`src/design/arpc_pkg.sv`:
```
`default_nettype none

package arpc_pkg;

    // Cache geometry
    localparam int ENTRIES_DEF = 32;
    localparam int IP_W        = 32;
    localparam int MAC_W       = 48;
    localparam int LINE_W      = IP_W + MAC_W;

    // APB register map, one 64-bit register every 8 bytes
    localparam int APB_AW = 5;
    localparam int APB_DW = 64;
    localparam logic [1:0] REG_LOCAL_IP    = 2'd0;
    localparam logic [1:0] REG_SUBNET_MASK = 2'd1;
    localparam logic [1:0] REG_LOCAL_MAC   = 2'd2;

    // Result actions
    localparam logic [2:0] ACT_DROP     = 3'd0;
    localparam logic [2:0] ACT_SEND_MAC = 3'd1;
    localparam logic [2:0] ACT_ARP_REQ  = 3'd2;
    localparam logic [2:0] ACT_BAD_ARP  = 3'd3;
    localparam logic [2:0] ACT_NO_REPLY = 3'd4;
    localparam logic [2:0] ACT_REPLY    = 3'd5;

    // ARP header values
    localparam logic [15:0] HW_ETHERNET = 16'h0001;
    localparam logic [7:0]  HW_ADDR_LEN = 8'd6;
    localparam logic [15:0] PROTO_IPV4  = 16'h0800;
    localparam logic [7:0]  PROTO_LEN   = 8'd4;
    localparam logic [15:0] OP_REPLY    = 16'h0002;

    localparam logic [MAC_W-1:0] MAC_BCAST = '1;

    typedef struct packed {
        logic [IP_W-1:0]  local_ip;
        logic [IP_W-1:0]  subnet_mask;
        logic [MAC_W-1:0] local_mac;
    } cfg_t;

endpackage

`default_nettype wire

```
`src/design/arpc_ram.sv`:
```
`default_nettype none

module arpc_ram #(
    parameter int WIDTH = 8,
    parameter int DEPTH = 32,
    localparam int AW = $clog2(DEPTH)
) (
    input  wire logic             aclk,
    input  wire logic             we,
    input  wire logic [AW-1:0]    waddr,
    input  wire logic [WIDTH-1:0] wdata,
    input  wire logic             re,
    input  wire logic [AW-1:0]    raddr,
    output logic      [WIDTH-1:0] rdata
);

    logic [WIDTH-1:0] mem [DEPTH];

    always_ff @(posedge aclk) begin
        if (we) begin
            mem[waddr] <= wdata;
        end
        if (re) begin
            rdata <= mem[raddr];
        end
    end

endmodule

`default_nettype wire

```
`src/design/arpc_cfg.sv`:
```
`default_nettype none

module arpc_cfg (
    input  wire logic                        aclk,
    input  wire logic                        aresetn,
    input  wire logic                        psel,
    input  wire logic                        penable,
    input  wire logic                        pwrite,
    input  wire logic [arpc_pkg::APB_AW-1:0] paddr,
    input  wire logic [arpc_pkg::APB_DW-1:0] pwdata,
    output logic      [arpc_pkg::APB_DW-1:0] prdata,
    output logic                             pready,
    output arpc_pkg::cfg_t                   cfg
);

    arpc_pkg::cfg_t cfg_reg;
    logic [1:0]     reg_idx;
    logic           wr_en;

    assign reg_idx = paddr[4:3];
    assign wr_en   = psel && penable && pwrite;
    assign pready  = 1'b1;
    assign cfg     = cfg_reg;

    always_ff @(posedge aclk) begin
        if (!aresetn) begin
            cfg_reg <= '0;
        end else if (wr_en) begin
            unique case (reg_idx)
                arpc_pkg::REG_LOCAL_IP:    cfg_reg.local_ip    <= pwdata[arpc_pkg::IP_W-1:0];
                arpc_pkg::REG_SUBNET_MASK: cfg_reg.subnet_mask <= pwdata[arpc_pkg::IP_W-1:0];
                arpc_pkg::REG_LOCAL_MAC:   cfg_reg.local_mac   <= pwdata[arpc_pkg::MAC_W-1:0];
                default: ;
            endcase
        end
    end

    always_comb begin
        unique case (reg_idx)
            arpc_pkg::REG_LOCAL_IP:
                prdata = {{(arpc_pkg::APB_DW-arpc_pkg::IP_W){1'b0}}, cfg_reg.local_ip};
            arpc_pkg::REG_SUBNET_MASK:
                prdata = {{(arpc_pkg::APB_DW-arpc_pkg::IP_W){1'b0}}, cfg_reg.subnet_mask};
            arpc_pkg::REG_LOCAL_MAC:
                prdata = {{(arpc_pkg::APB_DW-arpc_pkg::MAC_W){1'b0}}, cfg_reg.local_mac};
            default:
                prdata = '0;
        endcase
    end

endmodule

`default_nettype wire

```
`src/design/arpc_rank.sv`:
```
`default_nettype none

// Recency ranks, one per entry, rank 0 most recent. Ranks always form a
// permutation, so the entry of rank ENTRIES-1 is the replacement victim.
module arpc_rank #(
    parameter int ENTRIES = arpc_pkg::ENTRIES_DEF,
    localparam int IW = $clog2(ENTRIES)
) (
    input  wire logic          aclk,
    input  wire logic          aresetn,
    input  wire logic [IW-1:0] rd_idx,
    output logic      [IW-1:0] rd_rank,
    input  wire logic          upd_en,
    input  wire logic [IW-1:0] upd_idx,
    input  wire logic [IW-1:0] upd_rank
);

    logic [IW-1:0] rank_reg [ENTRIES];

    assign rd_rank = rank_reg[rd_idx];

    // move-to-front: everything ahead of the old rank slides back one
    always_ff @(posedge aclk) begin
        if (!aresetn) begin
            for (int i = 0; i < ENTRIES; i++) begin
                rank_reg[i] <= IW'(i);
            end
        end else if (upd_en) begin
            for (int i = 0; i < ENTRIES; i++) begin
                if (IW'(i) == upd_idx) begin
                    rank_reg[i] <= '0;
                end else if (rank_reg[i] < upd_rank) begin
                    rank_reg[i] <= rank_reg[i] + 1'b1;
                end
            end
        end
    end

endmodule

`default_nettype wire

```
`src/design/arp_resolver_lru_cache_unit.sv`:
```
`default_nettype none

// ARP resolver with an LRU-ordered IP-to-MAC cache.
// Flow: a cache lookup goes from the input transfer through the scan, update
//   and output states to the output register; a dropped or malformed packet
//   goes from the input transfer straight to the output state. The scan reads
//   the line RAM linearly, one entry read per cycle, and a new packet is
//   accepted only in the idle state. A full output register holds the item
//   in the output state, and the input waits until the result is loaded.
// Reset (aresetn low, synchronous): config registers to zero, all entries
//   invalid, entry i at rank i; RAM contents are left as they are.
module arp_resolver_lru_cache_unit #(
    parameter int ENTRIES = arpc_pkg::ENTRIES_DEF
) (
    input  wire logic                        aclk,
    input  wire logic                        aresetn,
    // config port
    input  wire logic                        psel,
    input  wire logic                        penable,
    input  wire logic                        pwrite,
    input  wire logic [arpc_pkg::APB_AW-1:0] paddr,
    input  wire logic [arpc_pkg::APB_DW-1:0] pwdata,
    output logic      [arpc_pkg::APB_DW-1:0] prdata,
    output logic                             pready,
    // input stream
    input  wire logic                        s_tvalid,
    output logic                             s_tready,
    // dest_ip[31:0], gateway_ip[63:32], hw_space[79:64], hw_len[87:80],
    // proto_space[103:88], proto_len[111:104], arp_opcode[127:112],
    // sender_ip[159:128], sender_mac[207:160], target_ip[239:208],
    // tx_busy[240], zero fill [247:241]
    input  wire logic [247:0]                s_tdata,
    // mode[0]
    input  wire logic [0:0]                  s_tuser,
    // result stream
    output logic                             m_tvalid,
    input  wire logic                        m_tready,
    // next_hop_ip[31:0], dest_mac[79:32]
    output logic      [79:0]                 m_tdata,
    // action[2:0]
    output logic      [2:0]                  m_tuser
);

    localparam int IW = $clog2(ENTRIES);
    localparam int CW = $clog2(ENTRIES + 1);
    localparam int IP_W  = arpc_pkg::IP_W;
    localparam int MAC_W = arpc_pkg::MAC_W;
    localparam int LINE_W = arpc_pkg::LINE_W;

    typedef enum logic [1:0] {ST_IDLE, ST_SCAN, ST_UPD, ST_OUT} state_t;

    arpc_pkg::cfg_t cfg;

    arpc_cfg u_cfg (
        .aclk    (aclk),
        .aresetn (aresetn),
        .psel    (psel),
        .penable (penable),
        .pwrite  (pwrite),
        .paddr   (paddr),
        .pwdata  (pwdata),
        .prdata  (prdata),
        .pready  (pready),
        .cfg     (cfg)
    );

    // ---------------------------------------------------------------
    // Input field unpack
    // ---------------------------------------------------------------
    logic              in_mode;
    logic [IP_W-1:0]   in_dest_ip, in_gateway_ip, in_sender_ip, in_target_ip;
    logic [15:0]       in_hw_space, in_proto_space, in_arp_opcode;
    logic [7:0]        in_hw_len, in_proto_len;
    logic [MAC_W-1:0]  in_sender_mac;
    logic              in_tx_busy;

    assign in_mode        = s_tuser[0];
    assign in_dest_ip     = s_tdata[31:0];
    assign in_gateway_ip  = s_tdata[63:32];
    assign in_hw_space    = s_tdata[79:64];
    assign in_hw_len      = s_tdata[87:80];
    assign in_proto_space = s_tdata[103:88];
    assign in_proto_len   = s_tdata[111:104];
    assign in_arp_opcode  = s_tdata[127:112];
    assign in_sender_ip   = s_tdata[159:128];
    assign in_sender_mac  = s_tdata[207:160];
    assign in_target_ip   = s_tdata[239:208];
    assign in_tx_busy     = s_tdata[240];

    // Routing: local destination first, then the gateway if it is local.
    logic [IP_W-1:0] local_net;
    logic            dst_local, gw_local, route_ok, fmt_ok;
    logic [IP_W-1:0] route_ip;

    assign local_net = cfg.local_ip & cfg.subnet_mask;
    assign dst_local = (in_dest_ip & cfg.subnet_mask) == local_net;
    assign gw_local  = (in_gateway_ip & cfg.subnet_mask) == local_net;
    assign route_ok  = dst_local || gw_local;
    assign route_ip  = dst_local ? in_dest_ip : in_gateway_ip;
    assign fmt_ok    = (in_hw_space == arpc_pkg::HW_ETHERNET)
                    && (in_hw_len == arpc_pkg::HW_ADDR_LEN)
                    && (in_proto_space == arpc_pkg::PROTO_IPV4)
                    && (in_proto_len == arpc_pkg::PROTO_LEN);

    // ---------------------------------------------------------------
    // State
    // ---------------------------------------------------------------
    state_t            state_reg;
    logic              mode_reg;       // 1: received ARP packet
    logic [IP_W-1:0]   key_reg;        // lookup address (next hop / sender)
    logic [MAC_W-1:0]  smac_reg;
    logic              tip_hit_reg;    // ARP packet aimed at local_ip
    logic              reply_ok_reg;   // not a reply and transmitter free
    logic [CW-1:0]     cnt_reg;        // scan read pointer
    logic              cmp_vld_reg;    // RAM data valid for compare
    logic [IW-1:0]     cmp_idx_reg;    // entry whose line is on rdata
    logic              found_reg;
    logic [IW-1:0]     best_idx_reg;
    logic [IW-1:0]     best_rank_reg;
    logic [MAC_W-1:0]  best_mac_reg;
    logic [IW-1:0]     victim_idx_reg; // entry holding rank ENTRIES-1
    logic [ENTRIES-1:0] valid_reg;
    logic [2:0]        res_action_reg;
    logic [IP_W-1:0]   res_hop_reg;
    logic [MAC_W-1:0]  res_mac_reg;
    logic              m_tvalid_reg;
    logic [79:0]       m_tdata_reg;
    logic [2:0]        m_tuser_reg;

    logic in_xfer;
    assign s_tready = (state_reg == ST_IDLE);
    assign in_xfer  = s_tvalid && s_tready;

    assign m_tvalid = m_tvalid_reg;
    assign m_tdata  = m_tdata_reg;
    assign m_tuser  = m_tuser_reg;

    // ---------------------------------------------------------------
    // Line RAM {ip, mac} and recency ranks
    // ---------------------------------------------------------------
    logic              ram_re, ram_we;
    logic [LINE_W-1:0] ram_rdata;
    logic [IW-1:0]     cmp_rank;
    logic              scan_issue;

    // A read is issued for cnt 0..ENTRIES-1; data lands on rdata in the next cycle.
    assign scan_issue = (state_reg == ST_SCAN) && (cnt_reg < CW'(ENTRIES));
    assign ram_re     = scan_issue;

    // Update step: refresh a hit, or learn over the LRU entry.
    logic          learn;
    logic          front_en;
    logic [IW-1:0] front_idx;
    logic [IW-1:0] front_rank;

    assign learn      = mode_reg && !found_reg && tip_hit_reg;
    assign front_en   = (state_reg == ST_UPD) && (found_reg || learn);
    assign front_idx  = found_reg ? best_idx_reg : victim_idx_reg;
    assign front_rank = found_reg ? best_rank_reg : IW'(ENTRIES - 1);
    // mode 0 hits only move the entry; mode 1 rewrites the MAC as well
    assign ram_we     = front_en && mode_reg;

    arpc_ram #(
        .WIDTH (LINE_W),
        .DEPTH (ENTRIES)
    ) u_line_ram (
        .aclk  (aclk),
        .we    (ram_we),
        .waddr (front_idx),
        .wdata ({key_reg, smac_reg}),
        .re    (ram_re),
        .raddr (cnt_reg[IW-1:0]),
        .rdata (ram_rdata)
    );

    arpc_rank #(
        .ENTRIES (ENTRIES)
    ) u_rank (
        .aclk     (aclk),
        .aresetn  (aresetn),
        .rd_idx   (cmp_idx_reg),
        .rd_rank  (cmp_rank),
        .upd_en   (front_en),
        .upd_idx  (front_idx),
        .upd_rank (front_rank)
    );

    // Match the line on rdata; ties go to the lowest rank.
    logic cmp_hit;
    assign cmp_hit = cmp_vld_reg && valid_reg[cmp_idx_reg]
                  && (ram_rdata[LINE_W-1:MAC_W] == key_reg)
                  && (!found_reg || (cmp_rank < best_rank_reg));

    // ---------------------------------------------------------------
    // Sequencer: IDLE -> SCAN -> UPD -> OUT, or IDLE -> OUT when the
    // item needs no lookup (no route, malformed ARP).
    // ---------------------------------------------------------------
    always_ff @(posedge aclk) begin
        if (!aresetn) begin
            state_reg    <= ST_IDLE;
            valid_reg    <= '0;
            m_tvalid_reg <= 1'b0;
            cmp_vld_reg  <= 1'b0;
            found_reg    <= 1'b0;
            cnt_reg      <= '0;
        end else begin
            // result taken; in ST_OUT the reload below decides instead
            if (m_tvalid_reg && m_tready && (state_reg != ST_OUT)) begin
                m_tvalid_reg <= 1'b0;
            end

            unique case (state_reg)
                ST_IDLE: begin
                    if (in_xfer) begin
                        mode_reg     <= in_mode;
                        smac_reg     <= in_sender_mac;
                        tip_hit_reg  <= in_mode && (in_target_ip == cfg.local_ip);
                        reply_ok_reg <= (in_arp_opcode != arpc_pkg::OP_REPLY) && !in_tx_busy;
                        key_reg      <= in_mode ? in_sender_ip : route_ip;
                        found_reg    <= 1'b0;
                        cnt_reg      <= '0;
                        cmp_vld_reg  <= 1'b0;
                        res_hop_reg  <= '0;
                        res_mac_reg  <= '0;
                        priority if (!in_mode && !route_ok) begin
                            res_action_reg <= arpc_pkg::ACT_DROP;
                            state_reg      <= ST_OUT;
                        end else if (in_mode && !fmt_ok) begin
                            res_action_reg <= arpc_pkg::ACT_BAD_ARP;
                            state_reg      <= ST_OUT;
                        end else begin
                            state_reg <= ST_SCAN;
                        end
                    end
                end

                ST_SCAN: begin
                    cmp_vld_reg <= scan_issue;
                    cmp_idx_reg <= cnt_reg[IW-1:0];
                    if (scan_issue) begin
                        cnt_reg <= cnt_reg + 1'b1;
                    end
                    if (cmp_hit) begin
                        found_reg     <= 1'b1;
                        best_idx_reg  <= cmp_idx_reg;
                        best_rank_reg <= cmp_rank;
                        best_mac_reg  <= ram_rdata[MAC_W-1:0];
                    end
                    if (cmp_vld_reg && (cmp_rank == IW'(ENTRIES - 1))) begin
                        victim_idx_reg <= cmp_idx_reg;
                    end
                    // last line compared this cycle
                    if (!scan_issue) begin
                        state_reg <= ST_UPD;
                    end
                end

                ST_UPD: begin
                    if (learn) begin
                        valid_reg[front_idx] <= 1'b1;
                    end
                    if (!mode_reg) begin
                        res_hop_reg <= key_reg;
                        if (found_reg) begin
                            res_action_reg <= arpc_pkg::ACT_SEND_MAC;
                            res_mac_reg    <= best_mac_reg;
                        end else begin
                            res_action_reg <= arpc_pkg::ACT_ARP_REQ;
                            res_mac_reg    <= arpc_pkg::MAC_BCAST;
                        end
                    end else if (tip_hit_reg && reply_ok_reg) begin
                        res_action_reg <= arpc_pkg::ACT_REPLY;
                        res_hop_reg    <= key_reg;
                        res_mac_reg    <= smac_reg;
                    end else begin
                        res_action_reg <= arpc_pkg::ACT_NO_REPLY;
                    end
                    state_reg <= ST_OUT;
                end

                ST_OUT: begin
                    // output register free or being drained this cycle
                    if (!m_tvalid_reg || m_tready) begin
                        m_tvalid_reg <= 1'b1;
                        m_tdata_reg  <= {res_mac_reg, res_hop_reg};
                        m_tuser_reg  <= res_action_reg;
                        state_reg    <= ST_IDLE;
                    end
                end

                default: state_reg <= ST_IDLE;
            endcase
        end
    end

    // ---------------------------------------------------------------
    // Assertions
    // ---------------------------------------------------------------
    a_learn_sets_valid: assert property (@(posedge aclk) disable iff (!aresetn)
        (front_en && learn) |=> valid_reg[$past(front_idx)])
        else $error("learned entry not marked valid");

    a_valid_monotonic: assert property (@(posedge aclk) disable iff (!aresetn)
        $past(aresetn) |-> ($countones(valid_reg) >= $countones($past(valid_reg))))
        else $error("cache entry lost its valid bit");

    a_result_from_out: assert property (@(posedge aclk) disable iff (!aresetn)
        $rose(m_tvalid_reg) |-> ($past(state_reg) == ST_OUT))
        else $error("result presented outside output state");

    a_no_write_in_scan: assert property (@(posedge aclk) disable iff (!aresetn)
        (ram_we || front_en) |-> (state_reg == ST_UPD) && !ram_re)
        else $error("cache update overlaps the scan");

endmodule

`default_nettype wire
```
`config.mk`:
```
export PLATFORM = sky130hd
export DESIGN_NAME = arp_resolver_lru_cache_unit
export DESIGN_NICKNAME = d
export VERILOG_FILES = /design/src/design/arpc_pkg.sv /design/src/design/arpc_ram.sv /design/src/design/arpc_cfg.sv /design/src/design/arpc_rank.sv /design/src/design/arp_resolver_lru_cache_unit.sv
export SDC_FILE = /design/constraint.sdc
export NUM_CORES = 2
export LEC_CHECK = 0
export ABC_AREA = 1
export CORE_MARGIN = 5
export CORE_UTILIZATION = 40
export DETAILED_ROUTE_END_ITERATION = 8
export DONT_BUFFER_PORTS = 1
export HOLD_SLACK_MARGIN = 0.12
export SLEW_MARGIN = 10
export SYNTH_ARGS = -nofsm -noshare
export SYNTH_HDL_FRONTEND = slang
export SYNTH_SLANG_ARGS = --single-unit
```
`constraint.sdc`:
```
create_clock -name aclk -period 8.4 [get_ports aclk]
set_input_delay 0.42 -clock aclk [delete_from_list [all_inputs] [get_ports aclk]]
set_output_delay 0.42 -clock aclk [all_outputs]
set_load 0.05 [all_outputs]
```
==> impl_results.md <==
- Status: complete, no violations
- Multi-input logic area: 34160 um^2
- Max-slew headroom: 16.85%
- Final hold vios: 0
- Routed vias: 92580
- Synth Warn #: 0
- GRT met2 Usage: 37.56%
- Vias in the first global route: 88350
- Unrepaired setup endpoints after global routing: no
- R2R cell count: 12
- Post-synth EDFFs: 3117
- Max frequency: 194.1 MHz
- Hold Crit Class: in2reg
- Routed Antenna Nets: 0
- Layer with the highest usage: met2
- Fraction of layout cells with a size suffix above 1: 7.127%
- Most frequent cells in the layout: 3117 x edfxtp_1, 1989 x nor2_1, 1728 x o21ai_0
- Starting Density: 40.12%
- Die area: 349300 um^2
- Post-Layout Cell Count: 15980
- Pwr Density: 265.3 nW/um^2
- Final HPWL from detailed placement: 217600 um
- P_leak: 51.08 nW
- Num CTS Buffers: 340
- First-pass iteration count of the detailed router: 6
- Most common cell after layout, fill and taps aside: edfxtp_1
- Post-layout nets: 11670
- Resized Gates After CTS: 0
- Initial DRC Count: 11310
- Overall power: 40.54 mW
- Core area: 336600 um^2
- Max cap viols: 0
- Die Y: 591.1 um
- Post-synthesis sequential area ratio: 71.68%
- Endpoint class of the critical path: flop
- Drt wl/cell: 26.39 um
- Final setup fails: 0
- WS Path Type: reg2reg
- Total global-route track usage: 23.15%
- Clk slew on worst S/H paths: 0.06 ns
- Dominant synthesized flop cell: edfxtp_1
- Clock root buffer: clkbuf_16
- I/O Buffers: 0
- Slew Viols, Final: 0
- IO Pins: 475
- Startpoint types: flop
- Dpl cells: 15160
- Rows: 213
- Clock Path Buffers: 4
- Vias/cell: 5.794
- Crit path max fanout: 33
- Layout Skew: 0.05154 ns
- Die Wd: 591.1 um
- Cell count after synthesis: 11160
- M3 GR Usage: 3.742%
- Largest net degree at the start of global routing: 241
- Syn avg cell area: 12.11 um^2
- H-tree levels: 5
- Worst Tran Pin Value: 1.247 ns
- Hold slack: 0.1672 ns
- Worst path required time: 8.90 ns
- Part of the cycle the worst path needs: 61.33%
- Peak supply drop: 0.0002462 V
- Arrival time at the worst endpoint: 5.65 ns
- Initial antenna violation count: 29
- GRT Residual Overflow: 0
- Share of async-settable or async-resettable flops after synthesis: 0%
- Unique masters post-synth: 53
- Placed cell area: 139900 um^2
- Layout Cell Area excl Fill: 152800 um^2
- Register area: 96820 um^2
- GRT met1 Usage: 31.81%
- First-pass GRT wire length: 603800 um
- Minimum clock period after layout: 5.152 ns
- Skew-Pair Late Insertion Delay: 0.90 ns
- Setup TNS: 0 ns
- CTS tree: done
- Post-Synthesis Cell Area: 135000 um^2
- Filler Cells Inserted: 29820
- Hold Path Stages: 4
- #FFs+latches synth: 3277
- Post-Route WL: 421700 um
- Largest register FFs: 2560
- Placer Congestion: 0.9152
- Clock Sinks: 3277
- Residual DRC: 0
- Synth-to-layout area growth: 13.14%
-- critical path: stages, from the launching register on --
cell and delay (ns):
dfxtp_1 0.33, inv_1 0.15, ha_4 0.57, nand2_1 0.10, inv_1 0.17, nand2_1 0.19, o21ai_4 0.10, buf_4 0.36
nand2_2 0.63, buf_4 0.54, nor2_4 0.15, buf_4 0.58, buf_4 0.70
-- area by class of cell --
class                   count  share of cell area [%]
inverters                 335                  0.8549
multi-input cells        6836                   22.36
clock inverters           204                   1.208
well taps                4515                   3.697
clock buffers             410                   5.926
diodes                     13                 0.02129
repair buffers            388                   2.568
flip-flops and latches   3277                   63.37
-- final timing paths --
path                            to           startpoint  slack (ns)
max          u_line_ram.mem[3][75]         state_reg[0]        3.25
min                    key_reg[10]          s_tdata[42]        0.17
max reg2reg  u_line_ram.mem[3][75]         state_reg[0]        3.25
min reg2reg        best_mac_reg[8]  u_line_ram.rdata[8]        0.41
-- synthesized netlist by cell type (all sizes together), types with 2 or more instances --
master	number	area share, %
a211oi	3	0.017
a21oi	203	0.75
a221oi	3	0.019
a31oi	8	0.037
a32o	3	0.022
buf	250	1.1
clkbuf	472	1.3
clkinv	6	0.017
conb	2	0.0056
dfxtp	160	2.4
edfxtp	3117	69
ha	169	1.6
inv	329	0.92
nand2	1011	2.8
nand3	334	1.3
nand3b	4	0.022
nand4	39	0.20
nor2	2032	5.7
nor3	59	0.22
nor4	5	0.023
o2111ai	2	0.013
o211ai	65	0.36
o21a	3	0.017
o21ai	1933	7.2
o221a	16	0.13
o221ai	70	0.45
o22ai	687	3.2
o31ai	18	0.10
or2	38	0.18
xnor2	42	0.27
xor2	66	0.43
-- power by group --
part	internal (mW)	switching, mW	total (mW)
clock	8.63	6.29	14.9
combinational	1.68	4.47	6.15
sequential	18.9	0.597	19.5
-- cell families after synthesis --
logic type	share of synthesized area (%)
XOR/XNOR	0.7004
adder cells (fa/ha/maj)	1.566
AO/OA/AOI/OAI	12.33
flip-flops	71.68
AND/OR/NAND/NOR	10.40
other	0.005561
buffers and inverters	3.320
-- metal layers --
layer	wire length (um)	share of wire, %
met1	173200	41
met4	15410	3.7
met5	71	0.017
met3	35860	8.5
met2	197200	47
-- through the flow --
| stage | util, % | setup WS, ns |
|---|---|---|
| 2_1_floorplan | - | 1.222 |
| 3_3_place_gp | 41.57 | 3.353 |
| 3_5_place_dp | 41.57 | 3.307 |
| 4_1_cts | 45.38 | 3.275 |
| 5_1_grt | 45.39 | 3.088 |
| 6_report | 45.39 | 3.248 |
-- repair_timing --
item / in CTS / in global routing
setup buffers: 0 / 0
endpoints found under the setup margin: 0 / 0
hold buffers: 190 / 0
endpoints found under the hold margin: 422 / 0
Power figures use the tool's default switching activity.
